===== src/hdl/scc_pkg.sv =====
// package with the shared types and constants of the sprite block cell composer
`default_nettype none
package scc_pkg;

  // kind of an input word, carried on tuser
  typedef enum logic {
    ACT_HEADER = 1'b0,
    ACT_TILE   = 1'b1
  } action_e;

  localparam int unsigned CODE_W      = 14;
  localparam int unsigned IDX_W       = 6;
  localparam int unsigned QUEUE_DEPTH = 4;
  localparam int unsigned QPTR_W      = 2;
  localparam logic [15:0] CODE_MASK   = 16'h3FFF;

  // flag byte bit positions
  localparam int unsigned FLAG_SEQ    = 0;
  localparam int unsigned FLAG_FLIPY  = 2;
  localparam int unsigned FLAG_FLIPX  = 3;
  localparam int unsigned FLAG_PAL_LO = 4;

  // one placed-tile job handed from front to back
  typedef struct packed {
    logic signed [7:0]  x_off;
    logic signed [7:0]  y_off;
    logic signed [7:0]  dx;
    logic signed [7:0]  dy;
    logic [CODE_W-1:0]  code;
    logic               chained;
    logic               flip_x;
    logic               flip_y;
    logic [2:0]         palette;
  } job_t;

  // push side of the job queue
  typedef struct packed {
    logic valid;
    job_t job;
  } job_push_t;

endpackage
`default_nettype wire


===== src/hdl/scc_front.sv =====
// front end: accepts header and tile words, tracks the block and issues tile jobs
`default_nettype none
module scc_front #(
  parameter int unsigned MAX_TILES = 32
) (
  input  wire logic              clk_i,
  input  wire logic              rst_ni,
  input  wire logic              s_axis_tvalid,
  output logic                   s_axis_tready,
  input  wire logic [111:0]      s_axis_tdata,
  input  wire logic              s_axis_tuser,
  input  wire logic              q_full_i,
  output scc_pkg::job_push_t     push_o
);
  import scc_pkg::*;

  localparam logic [7:0] MaxTiles = 8'(MAX_TILES);

  logic             active_q, active_d;
  logic [7:0]       flags_q, flags_d;
  logic [7:0]       xoff_q, xoff_d;
  logic [7:0]       yoff_q, yoff_d;
  logic [31:0]      mask_q, mask_d;
  logic [IDX_W-1:0] total_q, total_d;
  logic [IDX_W-1:0] idx_q, idx_d;
  logic [15:0]      seq_q, seq_d;

  logic             accept;
  logic             is_tile;
  logic [7:0]       count;
  logic             chained;
  logic [IDX_W-1:0] idx_inc;

  assign s_axis_tready = ~q_full_i;
  assign accept        = s_axis_tvalid & s_axis_tready;
  assign is_tile       = (action_e'(s_axis_tuser) == ACT_TILE);
  assign count         = s_axis_tdata[31:24];
  assign chained       = mask_q[5'd31 - idx_q[4:0]];
  assign idx_inc       = idx_q + 1'b1;

  // block state update and job payload
  always_comb begin
    active_d = active_q;
    flags_d  = flags_q;
    xoff_d   = xoff_q;
    yoff_d   = yoff_q;
    mask_d   = mask_q;
    total_d  = total_q;
    idx_d    = idx_q;
    seq_d    = seq_q;
    push_o.valid = 1'b0;
    push_o.job.x_off   = xoff_q;
    push_o.job.y_off   = yoff_q;
    push_o.job.dx      = s_axis_tdata[87:80];
    push_o.job.dy      = s_axis_tdata[95:88];
    push_o.job.code    = flags_q[FLAG_SEQ] ? CODE_W'(seq_q & CODE_MASK)
                                           : CODE_W'(s_axis_tdata[111:96] & CODE_MASK);
    push_o.job.chained = chained;
    push_o.job.flip_x  = flags_q[FLAG_FLIPX];
    push_o.job.flip_y  = flags_q[FLAG_FLIPY];
    push_o.job.palette = flags_q[FLAG_PAL_LO +: 3];
    if (accept) begin
      if (!is_tile) begin
        if (count == 8'd0 || count > MaxTiles) begin
          active_d = 1'b0;
        end else begin
          active_d = 1'b1;
          xoff_d   = s_axis_tdata[7:0];
          yoff_d   = s_axis_tdata[15:8];
          flags_d  = s_axis_tdata[23:16];
          total_d  = count[IDX_W-1:0];
          mask_d   = s_axis_tdata[63:32];
          seq_d    = s_axis_tdata[79:64];
          idx_d    = '0;
        end
      end else if (active_q && idx_q < total_q) begin
        push_o.valid = 1'b1;
        idx_d = idx_inc;
        if (idx_inc >= total_q) active_d = 1'b0;
        if (flags_q[FLAG_SEQ]) seq_d = seq_q + (chained ? 16'd2 : 16'd1);
      end
    end
  end

  always_ff @(posedge clk_i or negedge rst_ni) begin
    if (!rst_ni) begin
      active_q <= 1'b0;
      flags_q  <= '0;
      xoff_q   <= '0;
      yoff_q   <= '0;
      mask_q   <= '0;
      total_q  <= '0;
      idx_q    <= '0;
      seq_q    <= '0;
    end else begin
      active_q <= active_d;
      flags_q  <= flags_d;
      xoff_q   <= xoff_d;
      yoff_q   <= yoff_d;
      mask_q   <= mask_d;
      total_q  <= total_d;
      idx_q    <= idx_d;
      seq_q    <= seq_d;
    end
  end

endmodule
`default_nettype wire


===== src/hdl/scc_queue.sv =====
// small job queue between front and back
`default_nettype none
module scc_queue (
  input  wire logic               clk_i,
  input  wire logic               rst_ni,
  input  scc_pkg::job_push_t      push_i,
  output logic                    full_o,
  output logic                    valid_o,
  output scc_pkg::job_t           job_o,
  input  wire logic               pop_i
);
  import scc_pkg::*;

  job_t              mem_q [QUEUE_DEPTH];
  logic [QPTR_W-1:0] wr_q, rd_q;
  logic [QPTR_W:0]   cnt_q;
  logic              do_pop;

  assign full_o  = (cnt_q == (QPTR_W+1)'(QUEUE_DEPTH));
  assign valid_o = (cnt_q != '0);
  assign job_o   = mem_q[rd_q];
  assign do_pop  = pop_i & valid_o;

  // storage
  always_ff @(posedge clk_i) begin
    if (push_i.valid) mem_q[wr_q] <= push_i.job;
  end

  // pointers and fill count
  always_ff @(posedge clk_i or negedge rst_ni) begin
    if (!rst_ni) begin
      wr_q  <= '0;
      rd_q  <= '0;
      cnt_q <= '0;
    end else begin
      if (push_i.valid) wr_q <= wr_q + 1'b1;
      if (do_pop) rd_q <= rd_q + 1'b1;
      if (push_i.valid && !do_pop) cnt_q <= cnt_q + 1'b1;
      else if (!push_i.valid && do_pop) cnt_q <= cnt_q - 1'b1;
    end
  end

endmodule
`default_nettype wire


===== src/hdl/scc_back.sv =====
// back end: places the cell and holds it in the output register
`default_nettype none
module scc_back (
  input  wire logic          clk_i,
  input  wire logic          rst_ni,
  input  wire logic          job_valid_i,
  input  scc_pkg::job_t      job_i,
  output logic               pop_o,
  output logic               m_axis_tvalid,
  input  wire logic          m_axis_tready,
  output logic [39:0]        m_axis_tdata
);
  import scc_pkg::*;

  logic              vld_q;
  logic [39:0]       data_q, data_d;
  logic signed [8:0] x;
  logic signed [9:0] y;

  assign pop_o = job_valid_i & (~vld_q | m_axis_tready);

  // cell position
  always_comb begin
    x = 9'(job_i.x_off) + 9'(job_i.dx);
    y = 10'sd8 - (10'(job_i.y_off) + 10'(job_i.dy)) + (job_i.chained ? 10'sd8 : 10'sd0);
    data_d = {1'b0, job_i.palette, job_i.flip_y, job_i.flip_x, job_i.chained,
              job_i.code, y, x};
  end

  // output register
  always_ff @(posedge clk_i or negedge rst_ni) begin
    if (!rst_ni) begin
      vld_q <= 1'b0;
    end else if (pop_o) begin
      vld_q <= 1'b1;
    end else if (m_axis_tready) begin
      vld_q <= 1'b0;
    end
  end

  always_ff @(posedge clk_i) begin
    if (pop_o) data_q <= data_d;
  end

  assign m_axis_tvalid = vld_q;
  assign m_axis_tdata  = data_q;

endmodule
`default_nettype wire


===== src/hdl/sprite_block_cell_composer.sv =====
// top level: one tile word in, one placed cell word out, at up to one word per cycle
// path: an accepted tile word is written into the job queue, then registered as a cell in the back output register
// throughput: one word per cycle while the job queue is not full, set by the front block counter and the back adders
// headers and dropped tiles are accepted but give no word
// a four-entry job queue lets input keep flowing while the output stalls, until the queue is full
// reset (rst_ni low, asynchronous) clears the block state, the queue and the output valid
`default_nettype none
module sprite_block_cell_composer #(
  parameter int unsigned MAX_TILES = 32
) (
  input  wire logic          clk_i,
  input  wire logic          rst_ni,
  input  wire logic          s_axis_tvalid,
  output logic               s_axis_tready,
  // x_off[7:0] y_off[15:8] flags[23:16] count[31:24] chain_mask[63:32]
  // base_code[79:64] dx[87:80] dy[95:88] tile_code[111:96]
  input  wire logic [111:0]  s_axis_tdata,
  // action
  input  wire logic          s_axis_tuser,
  output logic               m_axis_tvalid,
  input  wire logic          m_axis_tready,
  // cell_x[8:0] cell_y[18:9] cell_code[32:19] cell_chained[33] cell_flip_x[34]
  // cell_flip_y[35] cell_palette[38:36] zero pad[39]
  output logic [39:0]        m_axis_tdata
);
  import scc_pkg::*;

  job_push_t push;
  job_t      head;
  logic      q_full;
  logic      q_valid;
  logic      pop;

  scc_front #(.MAX_TILES(MAX_TILES)) u_front (
    .clk_i         (clk_i),
    .rst_ni        (rst_ni),
    .s_axis_tvalid (s_axis_tvalid),
    .s_axis_tready (s_axis_tready),
    .s_axis_tdata  (s_axis_tdata),
    .s_axis_tuser  (s_axis_tuser),
    .q_full_i      (q_full),
    .push_o        (push)
  );

  scc_queue u_queue (
    .clk_i   (clk_i),
    .rst_ni  (rst_ni),
    .push_i  (push),
    .full_o  (q_full),
    .valid_o (q_valid),
    .job_o   (head),
    .pop_i   (pop)
  );

  scc_back u_back (
    .clk_i         (clk_i),
    .rst_ni        (rst_ni),
    .job_valid_i   (q_valid),
    .job_i         (head),
    .pop_o         (pop),
    .m_axis_tvalid (m_axis_tvalid),
    .m_axis_tready (m_axis_tready),
    .m_axis_tdata  (m_axis_tdata)
  );

endmodule
`default_nettype wire

===== config.mk =====
export PLATFORM = sky130hd
export DESIGN_NAME = sprite_block_cell_composer
export DESIGN_NICKNAME = d
export VERILOG_FILES = /design/src/hdl/scc_pkg.sv /design/src/hdl/scc_front.sv /design/src/hdl/scc_queue.sv /design/src/hdl/scc_back.sv /design/src/hdl/sprite_block_cell_composer.sv
export SDC_FILE = /design/constraint.sdc
export NUM_CORES = 1
export LEC_CHECK = 0
export BUFFER_PORTS_ARGS = -buffer_cell sky130_fd_sc_hd__buf_2
export CORE_MARGIN = 10
export CORE_UTILIZATION = 58
export CTS_CLUSTER_DIAMETER = 30
export DETAILED_ROUTE_END_ITERATION = 10
export GPL_TIMING_DRIVEN = 0
export PLACE_DENSITY = 0.79
export SETUP_SLACK_MARGIN = 0.2
export SLEW_MARGIN = 25
export SYNTH_ARGS = -nofsm -noshare
export SYNTH_HDL_FRONTEND = slang
export SYNTH_SLANG_ARGS = --single-unit
export TNS_END_PERCENT = 50

===== constraint.sdc =====
create_clock -name clk_i -period 5.5 [get_ports clk_i]
set_clock_uncertainty 0.05 [all_clocks]
set_input_delay 0.825 -clock clk_i [delete_from_list [all_inputs] [get_ports clk_i]]
set_output_delay 0.825 -clock clk_i [all_outputs]
set_load 0.01 [all_outputs]

==> metrics <==
global-route wire length before repair=about 47,000 µm; Post-DP HPWL=roughly 19,000 µm; crit-path cells=buf_2, mux4_2, mux4_2, mux2i_1, ha_1, inv_1, fa_1, nor3b_1, nand2_1, or3_1, a21oi_1, o22a_1; ys flop type=edfxtp_1; share of cells above drive strength 1=0.399; Critical Path Slowest Stage Cell=nor3b_1; CTS buffer count=61; worst min path class=input port to asynchronous set/reset pin; Top Ports=between 150 and 200; 1st-iter DRT viols=approximately 570; part of the cycle the worst path needs=0.829; Die Span Y=between 150 and 200 µm; Cell variety after synth=between 50 and 60; drc violations=0; Syn-to-layout area delta=24.5%; max_slew headroom=0.495; Setup crit start kind=flip-flop; leakage power=6.88 nW; clock root cell=clkbuf_16; area share of the largest cell type after synthesis=0.522; initial core utilization=0.587; slowest stage delay, CP=approximately 0.67 ns; Setup Crit Path Kind=flip-flop to flip-flop; GRT overflow=0; die width=roughly 180 µm; via/cell ratio=~5.7; Cells after Synth=800; Global Route Usage Sum=0.191; Async SR Flop Fraction=0.265; Seq/Total Area, Yosys=0.679; routability cong.=roughly 0.87; Cell Area, Synth=14,200 µm²; Peak supply drop=just under 400 µV; Synth area leader=edfxtp_1; crit end category=flip-flop; Syn Nets=roughly 960; Hold Slack=approximately 0.13 ns; crit-path max FO=10; final hold vios=0; Synth area leaders=edfxtp_1, dfrtp_1, mux4_2; FILL cells=between 1,000 and 1,500; clock sinks=around 340; Seq cells post-synth=approximately 340; fin nets=~1,200; post-CTS setup buffer count=0; Setup-failing EPs final=0; Ys Warns=0; fin area=roughly 18,000 µm²; Worst-path clk slew=~0.050 ns; number of synthesized flops with an enable pin=roughly 250; PortBufs=approximately 150; DR WL/cell=around 21 µm; Worst Tran Pin Value=0.756 ns; Mapped Avg Cell Area=~18 µm²; htree depth=2; CTS tree=done; Slew Viols, Final=0; largest net degree at the start of global routing=47; setup repair after global routing missed its margin=false; outcome=finished clean; number of detailed-route iterations in the first pass=5; ANT cells=0; max_cap viols=0; die area=roughly 31,000 µm²; Worst-Skew Late Latency=around 0.58 ns; Routed WL=about 29,000 µm; post-CTS resize count=0; Pwr Density=slightly above 600 nW/µm²; Placed Area=around 16,000 µm²; initial antenna violation count=1; total number of vias=7,913; # rows=57; Req. time, crit path=just under 6 ns; CORE AREA=between 20,000 and 25,000 µm²; CTS max path bufs=3; Peak Freq=~220 MHz; vias in the first global route=8,757; Worst Path Arrival=5.02 ns; crit-path most repeated cell=mux4_2; CTS Hold Bufs=0; Period minus WS final=4.56 ns; Total Neg Setup Slack=0 ns; post-route ant nets=0
-- cell families after synthesis --
| logic type | share of synthesized area |
|---|---|
| simple gates | 0.0332 |
| compound gates | 0.0440 |
| flops | 0.679 |
| mux | 0.165 |
| buf+inv | 0.0212 |
| other cells | 0.000264 |
| xor+xnor | 0.0160 |
| fa+ha+maj | 0.0409 |
-- critical path, delay by kind of cell (launching register included) --
family | cells | cell delay, ns
buffers and inverters | 2 | 0.38
and+or+nand+nor | 3 | 1.19
adders and majority gates | 2 | 0.70
muxes | 3 | 1.50
AOI/OAI and AO/OA | 2 | 0.29
DFF | 1 | 0.37
-- layout by cell type, fill, tap and decap left out, drive strengths merged, types with 2 or more instances in the layout --
cell type  netlist  layout
a211o            2       2
a211oi           3       3
a21o             8       8
a21oi           26      26
a22oi            3       3
a31oi            4       4
and2             4       4
and3             8       8
buf             19     177
bufinv           0       5
clkbuf          14      82
clkinv           0      15
clkinvlp         0       6
dfrtp           89      89
edfxtp         247     247
fa               4       4
ha              40      40
inv             31      53
mux2            72      72
mux2i            3       3
mux4            62      62
nand2           25      25
nand3           10      10
nand3b           2       2
nand4            2       2
nor2            20      20
nor2b            3       3
nor3            10      10
nor3b            2       2
nor4             4       4
o211ai           3       3
o21a             4       4
o21ai           33      33
o22a             2       2
o22ai            2       2
xnor2           18      18
xor2             8       8
-- path summary, 6_finish.rpt --
path / endpoint / cells past startpoint / start / slack, ns
setup / recovery: u_front.seq_q[10] / 12 / u_front.idx_q[0] / 0.94
hold / removal: u_front.seq_q[4] / 1 / rst_ni / 0.13
max in group asynchronous: u_front.flags_q[5] / 2 / rst_ni / 4.66
min in group clk_i: u_back.m_axis_tvalid / 2 / m_axis_tready / 0.39
hold reg to reg: u_front.mask_q[21] / 1 / u_front.mask_q[21] / 0.45
setup reg to reg: u_front.seq_q[10] / 12 / u_front.idx_q[0] / 0.94
-- where the power goes --
group / leakage (nW) / total, mW / internal (mW) / switching (mW)
clock: 1.02 / 3.71 / 2.36 / 1.35
combinational: 2.50 / 3.27 / 1.58 / 1.69
sequential: 3.36 / 3.86 / 3.56 / 0.298
-- per-layer routing --
layer | track usage | vias to the layer above | part of all wire
met5 | 0 | - | 0.00044
li1 | - | 3598 | -
met3 | 0.0455 | 58 | 0.064
met1 | 0.247 | 4001 | 0.42
met2 | 0.315 | 254 | 0.50
met4 | 0.0644 | 2 | 0.021
-- layout make-up --
class                   instances  area (µm²)  area share
inverters                      31         116     0.00658
repair buffers                158         955      0.0540
plain buffers                  33         185      0.0105
well taps                     324         405      0.0229
flip-flops and latches        336        9640       0.545
clock buffers                  68        1580      0.0895
multi-input cells             400        4290       0.242
clock inverters                48         507      0.0287
-- state kept, by name (all words and copies together) (netlist names) --
name / cells
u_back.m_axis_tdata: 39
u_back.m_axis_tvalid: 1
u_front.active_q: 1
u_front.flags_q: 6
u_front.idx_q: 6
u_front.mask_q: 32
u_front.seq_q: 14
u_front.total_q: 6
u_front.xoff_q: 8
u_front.yoff_q: 8
u_queue.cnt_q: 3
u_queue.mem_q: 208
u_queue.rd_q: 2
u_queue.wr_q: 2
-- Yosys cell counts, types with 8 or more instances --
master / number
a21oi_1: 25
and3_1: 8
buf_2: 10
clkbuf_1: 14
dfrtp_1: 89
edfxtp_1: 247
ha_1: 40
inv_1: 30
mux2_2: 42
mux2_4: 29
mux4_2: 62
nand2_1: 25
nand3_1: 10
nor2_1: 20
nor3_1: 9
o21ai_0: 29
xnor2_1: 18
xor2_1: 8
-- per-stage QoR --
| step | worst slack [ns] | power [mW] | std cells | utilization |
|---|---|---|---|---|
| after floorplan | 1.27 | 6.24 | 800 | - |
| after global placement | -0.420 | 7.02 | 1275 | 0.635 |
| after detailed placement | 0.979 | 7.18 | 1282 | 0.645 |
| after CTS | 0.938 | 10.9 | 1398 | 0.731 |
| after global routing | 0.650 | 11.5 | 1398 | 0.731 |
| final | 0.942 | 10.8 | 1398 | 0.731 |
Power figures use the tool's default switching activity.
